## src/sv/rtfs_pkg.sv

```systemverilog
// types, codes and key constants for the toeplitz rss flow steering core
package rtfs_pkg;

    localparam int KEY_BITS   = 320;
    localparam int TUPLE_BITS = 288;
    localparam int HASH_W     = 32;
    localparam int CHUNKS     = TUPLE_BITS / HASH_W;
    localparam int QCOUNT_W   = 6;
    localparam int QINDEX_W   = 5;

    localparam logic [KEY_BITS-1:0] RSS_KEY = {
        64'h6d5a56da255b0ec2,
        64'h4167253d43a38fb0,
        64'hd0ca2bcbae7b30b4,
        64'h77cb2da38030f20c,
        64'h6a42b73bbeac01fa
    };

    localparam logic [1:0] L3_UNKNOWN = 2'd0;
    localparam logic [1:0] L3_IPV4    = 2'd1;
    localparam logic [1:0] L3_IPV6    = 2'd2;

    localparam logic [1:0] L4_OTHER = 2'd0;
    localparam logic [1:0] L4_TCP   = 2'd1;
    localparam logic [1:0] L4_UDP   = 2'd2;
    localparam logic [1:0] L4_SCTP  = 2'd3;

    typedef struct packed {
        logic [1:0]  l3_kind;
        logic [1:0]  l4_kind;
        logic [63:0] src_addr_hi;
        logic [63:0] src_addr_lo;
        logic [63:0] dst_addr_hi;
        logic [63:0] dst_addr_lo;
        logic [15:0] l4_sport;
        logic [15:0] l4_dport;
        logic [31:0] verif_tag;
    } flow_t;

    typedef struct packed {
        logic [HASH_W-1:0]   hash_value;
        logic [QINDEX_W-1:0] queue_index;
    } result_t;

    typedef logic [TUPLE_BITS-1:0] tuple_t;
    typedef logic [HASH_W-1:0]     hash_t;

    // 32-bit key window that a tuple bit at position pos (0 = first bit) adds in
    function automatic hash_t key_window(input int pos);
        hash_t w;
        w = RSS_KEY[KEY_BITS-1-pos -: HASH_W];
        return w;
    endfunction

endpackage

```

## src/sv/rss_toeplitz_flow_steering_core.sv

```systemverilog
// toeplitz rss hash and queue selection, seven-stage pipeline
//
//  channel   signals                         direction  item
//  flow      flow_valid flow_stall flow      in         rtfs_pkg::flow_t
//  result    result_valid result_stall result out       rtfs_pkg::result_t
//  cfg       cfg_valid cfg_ready cfg_data    in         queue_count (6 bits)
//
// one item per cycle while result_stall is low, result registered out of the last remainder stage
// stages: tuple select, 9 partial hashes of 32 bits, partial fold, 4 stages of
// 8 restoring remainder steps each
// each stage holds its item until the next stage frees, so bubbles collapse
// reset clears all valid bits and sets queue_count to 1
module rss_toeplitz_flow_steering_core
    import rtfs_pkg::*;
#(
    parameter int MAX_QUEUES = 32
)
(
    input  logic                clk,
    input  logic                rst_n,
    input  logic                flow_valid,
    output logic                flow_stall,
    input  flow_t               flow,
    output logic                result_valid,
    input  logic                result_stall,
    output result_t             result,
    input  logic                cfg_valid,
    output logic                cfg_ready,
    input  logic [QCOUNT_W-1:0] cfg_data
);

    localparam int DIV_STAGES = HASH_W / 8;
    localparam int DIV_STEPS  = HASH_W / DIV_STAGES;

    logic [QCOUNT_W-1:0] queue_count_reg;
    logic [QCOUNT_W-1:0] n_eff;

    logic   v1_reg;
    tuple_t tup1_reg;
    tuple_t tup1_next;
    logic   rdy1;

    logic  v2_reg;
    hash_t part2_reg [CHUNKS];
    hash_t part2_next [CHUNKS];
    logic  rdy2;

    logic  v3_reg;
    hash_t hash3_reg;
    hash_t hash3_next;
    logic  rdy3;

    logic                dv_reg   [DIV_STAGES];
    hash_t               dh_reg   [DIV_STAGES];
    logic [QCOUNT_W-1:0] dr_reg   [DIV_STAGES];
    logic [QCOUNT_W-1:0] dr_next  [DIV_STAGES];
    logic                rdyd     [DIV_STAGES];

    assign cfg_ready = 1'b1;

    always_ff @(posedge clk or negedge rst_n)
    begin
        if (!rst_n)
        begin
            queue_count_reg <= QCOUNT_W'(1);
        end
        else if (cfg_valid && cfg_ready)
        begin
            queue_count_reg <= cfg_data;
        end
    end

    always_comb
    begin
        priority if (queue_count_reg == '0)
        begin
            n_eff = QCOUNT_W'(1);
        end
        else if ({1'b0, queue_count_reg} > (QCOUNT_W+1)'(MAX_QUEUES))
        begin
            n_eff = QCOUNT_W'(MAX_QUEUES);
        end
        else
        begin
            n_eff = queue_count_reg;
        end
    end

    // ready chain from the output back
    always_comb
    begin
        rdyd[DIV_STAGES-1] = !dv_reg[DIV_STAGES-1] || !result_stall;
        for (int d = DIV_STAGES - 2; d >= 0; d--)
        begin
            rdyd[d] = !dv_reg[d] || rdyd[d+1];
        end
        rdy3 = !v3_reg || rdyd[0];
        rdy2 = !v2_reg || rdy3;
        rdy1 = !v1_reg || rdy2;
    end

    assign flow_stall = !rdy1;

    // tuple select, first bit of the tuple in the msb
    always_comb
    begin
        logic [31:0] l4_word;
        unique case (flow.l4_kind)
            L4_TCP, L4_UDP: l4_word = {flow.l4_sport, flow.l4_dport};
            L4_SCTP:        l4_word = flow.verif_tag;
            default:        l4_word = '0;
        endcase
        unique case (flow.l3_kind)
            L3_IPV4:
            begin
                tup1_next = {flow.src_addr_lo[31:0], flow.dst_addr_lo[31:0], l4_word,
                             (TUPLE_BITS-96)'(0)};
            end
            L3_IPV6:
            begin
                tup1_next = {flow.src_addr_hi, flow.src_addr_lo,
                             flow.dst_addr_hi, flow.dst_addr_lo, l4_word};
            end
            default:
            begin
                tup1_next = '0;
            end
        endcase
    end

    // partial hash per 32-bit chunk of the tuple
    always_comb
    begin
        for (int c = 0; c < CHUNKS; c++)
        begin
            part2_next[c] = '0;
            for (int i = 0; i < HASH_W; i++)
            begin
                if (tup1_reg[TUPLE_BITS-1-(c*HASH_W+i)])
                begin
                    part2_next[c] = part2_next[c] ^ key_window(c*HASH_W + i);
                end
            end
        end
    end

    always_comb
    begin
        hash3_next = '0;
        for (int c = 0; c < CHUNKS; c++)
        begin
            hash3_next = hash3_next ^ part2_reg[c];
        end
    end

    // restoring remainder, eight quotient bits per stage
    always_comb
    begin
        hash_t               h;
        logic [QCOUNT_W-1:0] r;
        logic [QCOUNT_W:0]   t;
        for (int d = 0; d < DIV_STAGES; d++)
        begin
            h = (d == 0) ? hash3_reg : dh_reg[d-1];
            r = (d == 0) ? '0 : dr_reg[d-1];
            for (int k = 0; k < DIV_STEPS; k++)
            begin
                t = {r, h[HASH_W-1-(d*DIV_STEPS+k)]};
                if (t >= {1'b0, n_eff})
                begin
                    t = t - {1'b0, n_eff};
                end
                r = t[QCOUNT_W-1:0];
            end
            dr_next[d] = r;
        end
    end

    always_ff @(posedge clk or negedge rst_n)
    begin
        if (!rst_n)
        begin
            v1_reg <= 1'b0;
            v2_reg <= 1'b0;
            v3_reg <= 1'b0;
            for (int d = 0; d < DIV_STAGES; d++)
            begin
                dv_reg[d] <= 1'b0;
            end
        end
        else
        begin
            if (rdy1)
            begin
                v1_reg <= flow_valid;
            end
            if (rdy2)
            begin
                v2_reg <= v1_reg;
            end
            if (rdy3)
            begin
                v3_reg <= v2_reg;
            end
            if (rdyd[0])
            begin
                dv_reg[0] <= v3_reg;
            end
            for (int d = 1; d < DIV_STAGES; d++)
            begin
                if (rdyd[d])
                begin
                    dv_reg[d] <= dv_reg[d-1];
                end
            end
        end
    end

    always_ff @(posedge clk)
    begin
        if (rdy1)
        begin
            tup1_reg <= tup1_next;
        end
        if (rdy2)
        begin
            part2_reg <= part2_next;
        end
        if (rdy3)
        begin
            hash3_reg <= hash3_next;
        end
        if (rdyd[0])
        begin
            dh_reg[0] <= hash3_reg;
            dr_reg[0] <= dr_next[0];
        end
        for (int d = 1; d < DIV_STAGES; d++)
        begin
            if (rdyd[d])
            begin
                dh_reg[d] <= dh_reg[d-1];
                dr_reg[d] <= dr_next[d];
            end
        end
    end

    assign result_valid       = dv_reg[DIV_STAGES-1];
    assign result.hash_value  = dh_reg[DIV_STAGES-1];
    assign result.queue_index = dr_reg[DIV_STAGES-1][QINDEX_W-1:0];

endmodule

```

## config.mk

```make
export PLATFORM = sky130hd
export DESIGN_NAME = rss_toeplitz_flow_steering_core
export DESIGN_NICKNAME = d
export VERILOG_FILES = /design/src/sv/rtfs_pkg.sv /design/src/sv/rss_toeplitz_flow_steering_core.sv
export SDC_FILE = /design/constraint.sdc
export NUM_CORES = 2
export LEC_CHECK = 0
export BUFFER_PORTS_ARGS = -buffer_cell sky130_fd_sc_hd__buf_2
export CORE_MARGIN = 10
export CORE_UTILIZATION = 35
export DETAILED_ROUTE_END_ITERATION = 6
export SYNTH_ARGS = -nofsm -noshare
export SYNTH_HDL_FRONTEND = slang
export SYNTH_SLANG_ARGS = --single-unit
```

## constraint.sdc

```tcl
create_clock -name clk -period 20.1 [get_ports clk]
set_clock_uncertainty 0.2 [all_clocks]
set_input_delay 4.02 -clock clk [delete_from_list [all_inputs] [get_ports clk]]
set_output_delay 4.02 -clock clk [all_outputs]
set_load 0.01 [all_outputs]
```

After elaboration in Yosys (flattened, before gate mapping):

Memories as Yosys holds them, arrays and structs flattened.
Cells that the tools add are included.

* register bits after elaboration: 621
* memory bits (writable): 152
* bits of input ports: 335
* output and inout port bits: 40
* logic and storage cells: 728
* memories: 2

* add/subtract/negate cells: 32
* order comparisons: 33
* eq/ne operators: 5
* mux-type cells: 332
* bitwise gates (word level): 287
* reduce and logical (&&, ||, !) cells: 18

Memories
* dh_reg: words 4, width 32, read ports 4, clocked after Yosys merged registers in 0, wr ports 4, line rss_toeplitz_flow_steering_core.sv:54 `hash_t dh_reg [DIV_STAGES];`
* dr_reg: words 4, width 6, read ports 4, clocked after Yosys merged registers in 0, wr ports 4, line rss_toeplitz_flow_steering_core.sv:55 `logic [QCOUNT_W-1:0] dr_reg [DIV_STAGES];`

Operators by type and width (number)
* 32-bit two-way mux: 141
* 31-bit two-way mux: 77
* 30-bit two-way mux: 34
* 16-bit NOT: 51
* 17-bit NOT: 37
* 18-bit NOT: 33
* 288-bit case mux with 2 select lines: 1
* 29-bit two-way mux: 18
* 15-bit NOT: 30
* 13-bit NOT: 33
* 14-bit NOT: 28
* 19-bit NOT: 19
* 28-bit two-way mux: 11
* 32-bit XOR: 8
* 20-bit NOT: 12
* 12-bit NOT: 19
* 7-bit by 6-bit >= comparator with 1-bit output: 31
* 6-bit two-way mux: 34
* 6-bit subtractor: 31
* 11-bit NOT: 8
* 21-bit NOT: 4
* 27-bit two-way mux: 3
* 32-bit case mux with 2 select lines: 1
* 10-bit NOT: 3
* 16 further kinds: 40

Depth between registers and ports, before layout:

* word-level depth: 63
* depth in mapped cells: 81
* gate-level depth less buffers: 79

Worst setup path before layout:

Ideal clock, no wire load.

* path type: input to output
* from: in result_stall
* to: out flow_stall
* data arrival time: 14.260 ns
* data required time: 15.880 ns
* setup slack: 1.620 ns
* cell stages on the path: 4
* path buffers: 0
* cell sequence: and3_1 > and3_1 > nand4_1 > inv_1

* word-level cells in the longest chain between the ends: 9

Ends and longest elaborated chain
* start, declared: line rss_toeplitz_flow_steering_core.sv:25 `input logic result_stall,`
* 1-bit logical NOT: line rss_toeplitz_flow_steering_core.sv:92 `rdyd[DIV_STAGES-1] = !dv_reg[DIV_STAGES-1] || !result_stall;`
* 1-bit logical OR: line rss_toeplitz_flow_steering_core.sv:92
* 1-bit logical OR (3 in series): line rss_toeplitz_flow_steering_core.sv:95 `rdyd[d] = !dv_reg[d] || rdyd[d+1];`
* 1-bit logical OR: line rss_toeplitz_flow_steering_core.sv:97 `rdy3 = !v3_reg || rdyd[0];`
* 1-bit logical OR: line rss_toeplitz_flow_steering_core.sv:98 `rdy2 = !v2_reg || rdy3;`
* 1-bit logical OR: line rss_toeplitz_flow_steering_core.sv:99 `rdy1 = !v1_reg || rdy2;`
* 1-bit logical NOT: line rss_toeplitz_flow_steering_core.sv:102 `assign flow_stall = !rdy1;`
* end, declared: line rss_toeplitz_flow_steering_core.sv:22 `output logic flow_stall,`

Every way passes these cells.

==> impl_metrics.toml <==
[outcome]
status = "finished, final reports clean"

[sta]
worstMarginPinSlew_ns = 1.101
fmax_ghz = 0.05366
fin_crit_sh_pct = 92.71
setup_viol = 0
period_minus_slack_ns = 18.64
slew_headroom_pct = 26.39
fin_setup_tns_ns = 0
drv_slew = 0
rsz0062_at_grt = "no"
hold_viol = 0

[logic_synthesis]
synth-seq-cells = 772
syn_inst = 5133
synth.top_cell.area_share_pct = 39.41
yosys_warnings = 0
synthArstFlopShare_pct = 1.684
synth_common_cells = "1942 x xnor2_1, 759 x edfxtp_1, 545 x xor2_1"
synth_most_common_cell = "xnor2_1"
synth_edf_count = 759
avgSynthCellArea_um2 = 11.27
synth_nets = 5691
netlist_area_um2 = 57840
synth.area.top_cells = "edfxtp_1 39%, xnor2_1 29%, xor2_1 8.3%"
synth_ff_type = "edfxtp_1"
seq_area_frac_synth_pct = 39.97
yosysUniqueCellTypes = 93
yosys.area.top_type = "edfxtp_1"

[floorplanning]
die_y_um = 426.5
fp.coreArea_um2 = 164600
die-area_um2 = 181900
rows = 149
ioPinCount = 375
start_util_pct = 35.13
die_w_um = 426.5

[grt]
grt_overflow = 0
grt_pass1_wl_um = 252700
grt_start_max_net_pins = 183
grt_pass1_vias = 38140
antenna_found_initial = 3
groute.usage.overall_pct = 18.50

[min_path]
worstHoldPathCells = 0
hp-class = "flip-flop to flip-flop"

[clocking]
cts.reportedPaths.clkPinSlew_ns = 0.06
cts_buffer_depth = 3
cts_buffers = 93
clock_sinks = 772
clk_latency_ns = 0.73
htreeDepth = 3
cts_tree = "built"
cts_setup_buffers = 0
root_buffer = "clkbuf_16"

[routing]
wl_met1_um = 75770
routed_wl_um = 173600
vias = 37040
drtPass1Iterations = 5
route.detailed.drc = 0
final_antenna_net_count = 0
wire_per_inst_um = 22.76
dr.first_iter.drc_count = 2788
top_layer = "met5"
via_per_inst = 4.855
met2_length_um = 82180
dr_wl_met3_um = 7814

[setup_path]
crit_required_ns = 20.29
cp.depth = 66
critPathLaunchType = "flip-flop"
cpMaxStageDelayCell = "a21boi_0"
path_max_fanout = 37
cpPeakStageDelay_ns = 0.56
cp.arrival_ns = 18.83
reg2regPathDepth = 66
critPathBufInv = 4
criticalPathCategory = "flip-flop to flip-flop"
worstSetupEndpointType = "flip-flop"
crit_top_cell = "a21o_1"
reg2reg_slack_ns = 1.46
critical_path.top_delay_family = "compound AO/OA/AOI/OAI gates"

[final_layout]
final_nets = 5918
drive_gt1_share_pct = 11.84
area_growth_pct = 12.22

[place]
io_buffers = 373
globalplace.congestion = 0.9604
dp_hpwl_um = 139100

[run]
max_cap_viol_count = 0
-- cells in the final DEF, fill, tap and decap left out, drive strengths merged, types with 17 or more instances in the layout --
cell,synthesis,routed
clkbuf,251,107
o31ai,37,37
fa,31,31
a22o,66,66
xor2,545,545
nand2b,40,40
edfxtp,759,759
nor3,52,52
clkinv,1,37
o21ai,94,94
nor2,82,82
a21o,73,73
mux2i,51,51
nand2,136,136
a211oi,17,17
ha,192,192
mux2,55,55
and2,172,172
inv,129,140
a22oi,33,33
buf,18,401
nand3,21,21
nor2b,36,36
xnor2,1942,1942
nand4,18,18
a21oi,96,96
-- kinds of logic after synthesis --
group	Yosys count	share of synthesized area [%]
other cells	1	0.006484
simple gates	607	5.555
fa+ha+maj	223	5.227
compound gates	534	6.758
buf+inv	399	2.652
mux	106	2.012
flops	772	39.97
xor+xnor	2491	37.82
-- worst register-to-register path, delay by kind of cell, from the launching register on --
| family | cells | cell delay [ns] |
|---|---|---|
| DFF | 1 | 0.41 |
| buffers and inverters | 4 | 0.88 |
| and+or+nand+nor | 8 | 2.01 |
| muxes | 5 | 1.91 |
| AOI/OAI and AO/OA | 41 | 10.14 |
| adders and majority gates | 8 | 2.76 |
-- routing by layer --
layer,vias up,GRT usage [%]
li1,17730,-
met1,18020,24.12
met2,1029,30.68
met3,262,2.531
met4,4,7.756
met5,-,0
-- final cells by class --
class,count,area [um^2]
tap,2189,2739
inverter,130,488.0
clock buffer,107,2380
fill,15860,99710
clock inverter,66,830.8
antenna,1,2.502
sequential,772,23120
timing repair buffer,401,2093
multi-input combinational,3962,33250
-- worst paths after layout --
kind	from	to
max	queue_count_reg[5]$_DFFE_PN0P_	dr_reg[1][4]$_DFFE_PP_
min reg2reg	dh_reg[2][28]$_DFFE_PP_	dh_reg[3][28]$_DFFE_PP_
min in group asynchronous	rst_n	dv_reg[3]$_DFFE_PN0P_
max reg2reg	queue_count_reg[5]$_DFFE_PN0P_	dr_reg[1][4]$_DFFE_PP_
min	dh_reg[2][28]$_DFFE_PP_	dh_reg[3][28]$_DFFE_PP_
max in group asynchronous	rst_n	queue_count_reg[0]$_DFFE_PN1P_
-- stage by stage --
step,cells,utilization (%),setup slack (ns),hold slack [ns],instance area (um^2)
finish,7628,39.43,1.464,0.2136,64900
global route,7628,39.43,0.03067,0.2219,64900
CTS,7627,39.42,1.246,0.2175,64890
detailed placement,7454,37.47,1.334,0.2045,61680
global placement,7454,37.47,1.789,0.2003,61680
floorplan,5133,-,1.620,0.2003,57840
-- timing repair --
item,in CTS,in global routing
hold buffers,0,0
setup endpoints to repair,0,16
gates resized for setup,0,3
Power is left out: the tool's default activity adds up to more than one toggle a clock period on the data nets, which glitch-free logic cannot reach.
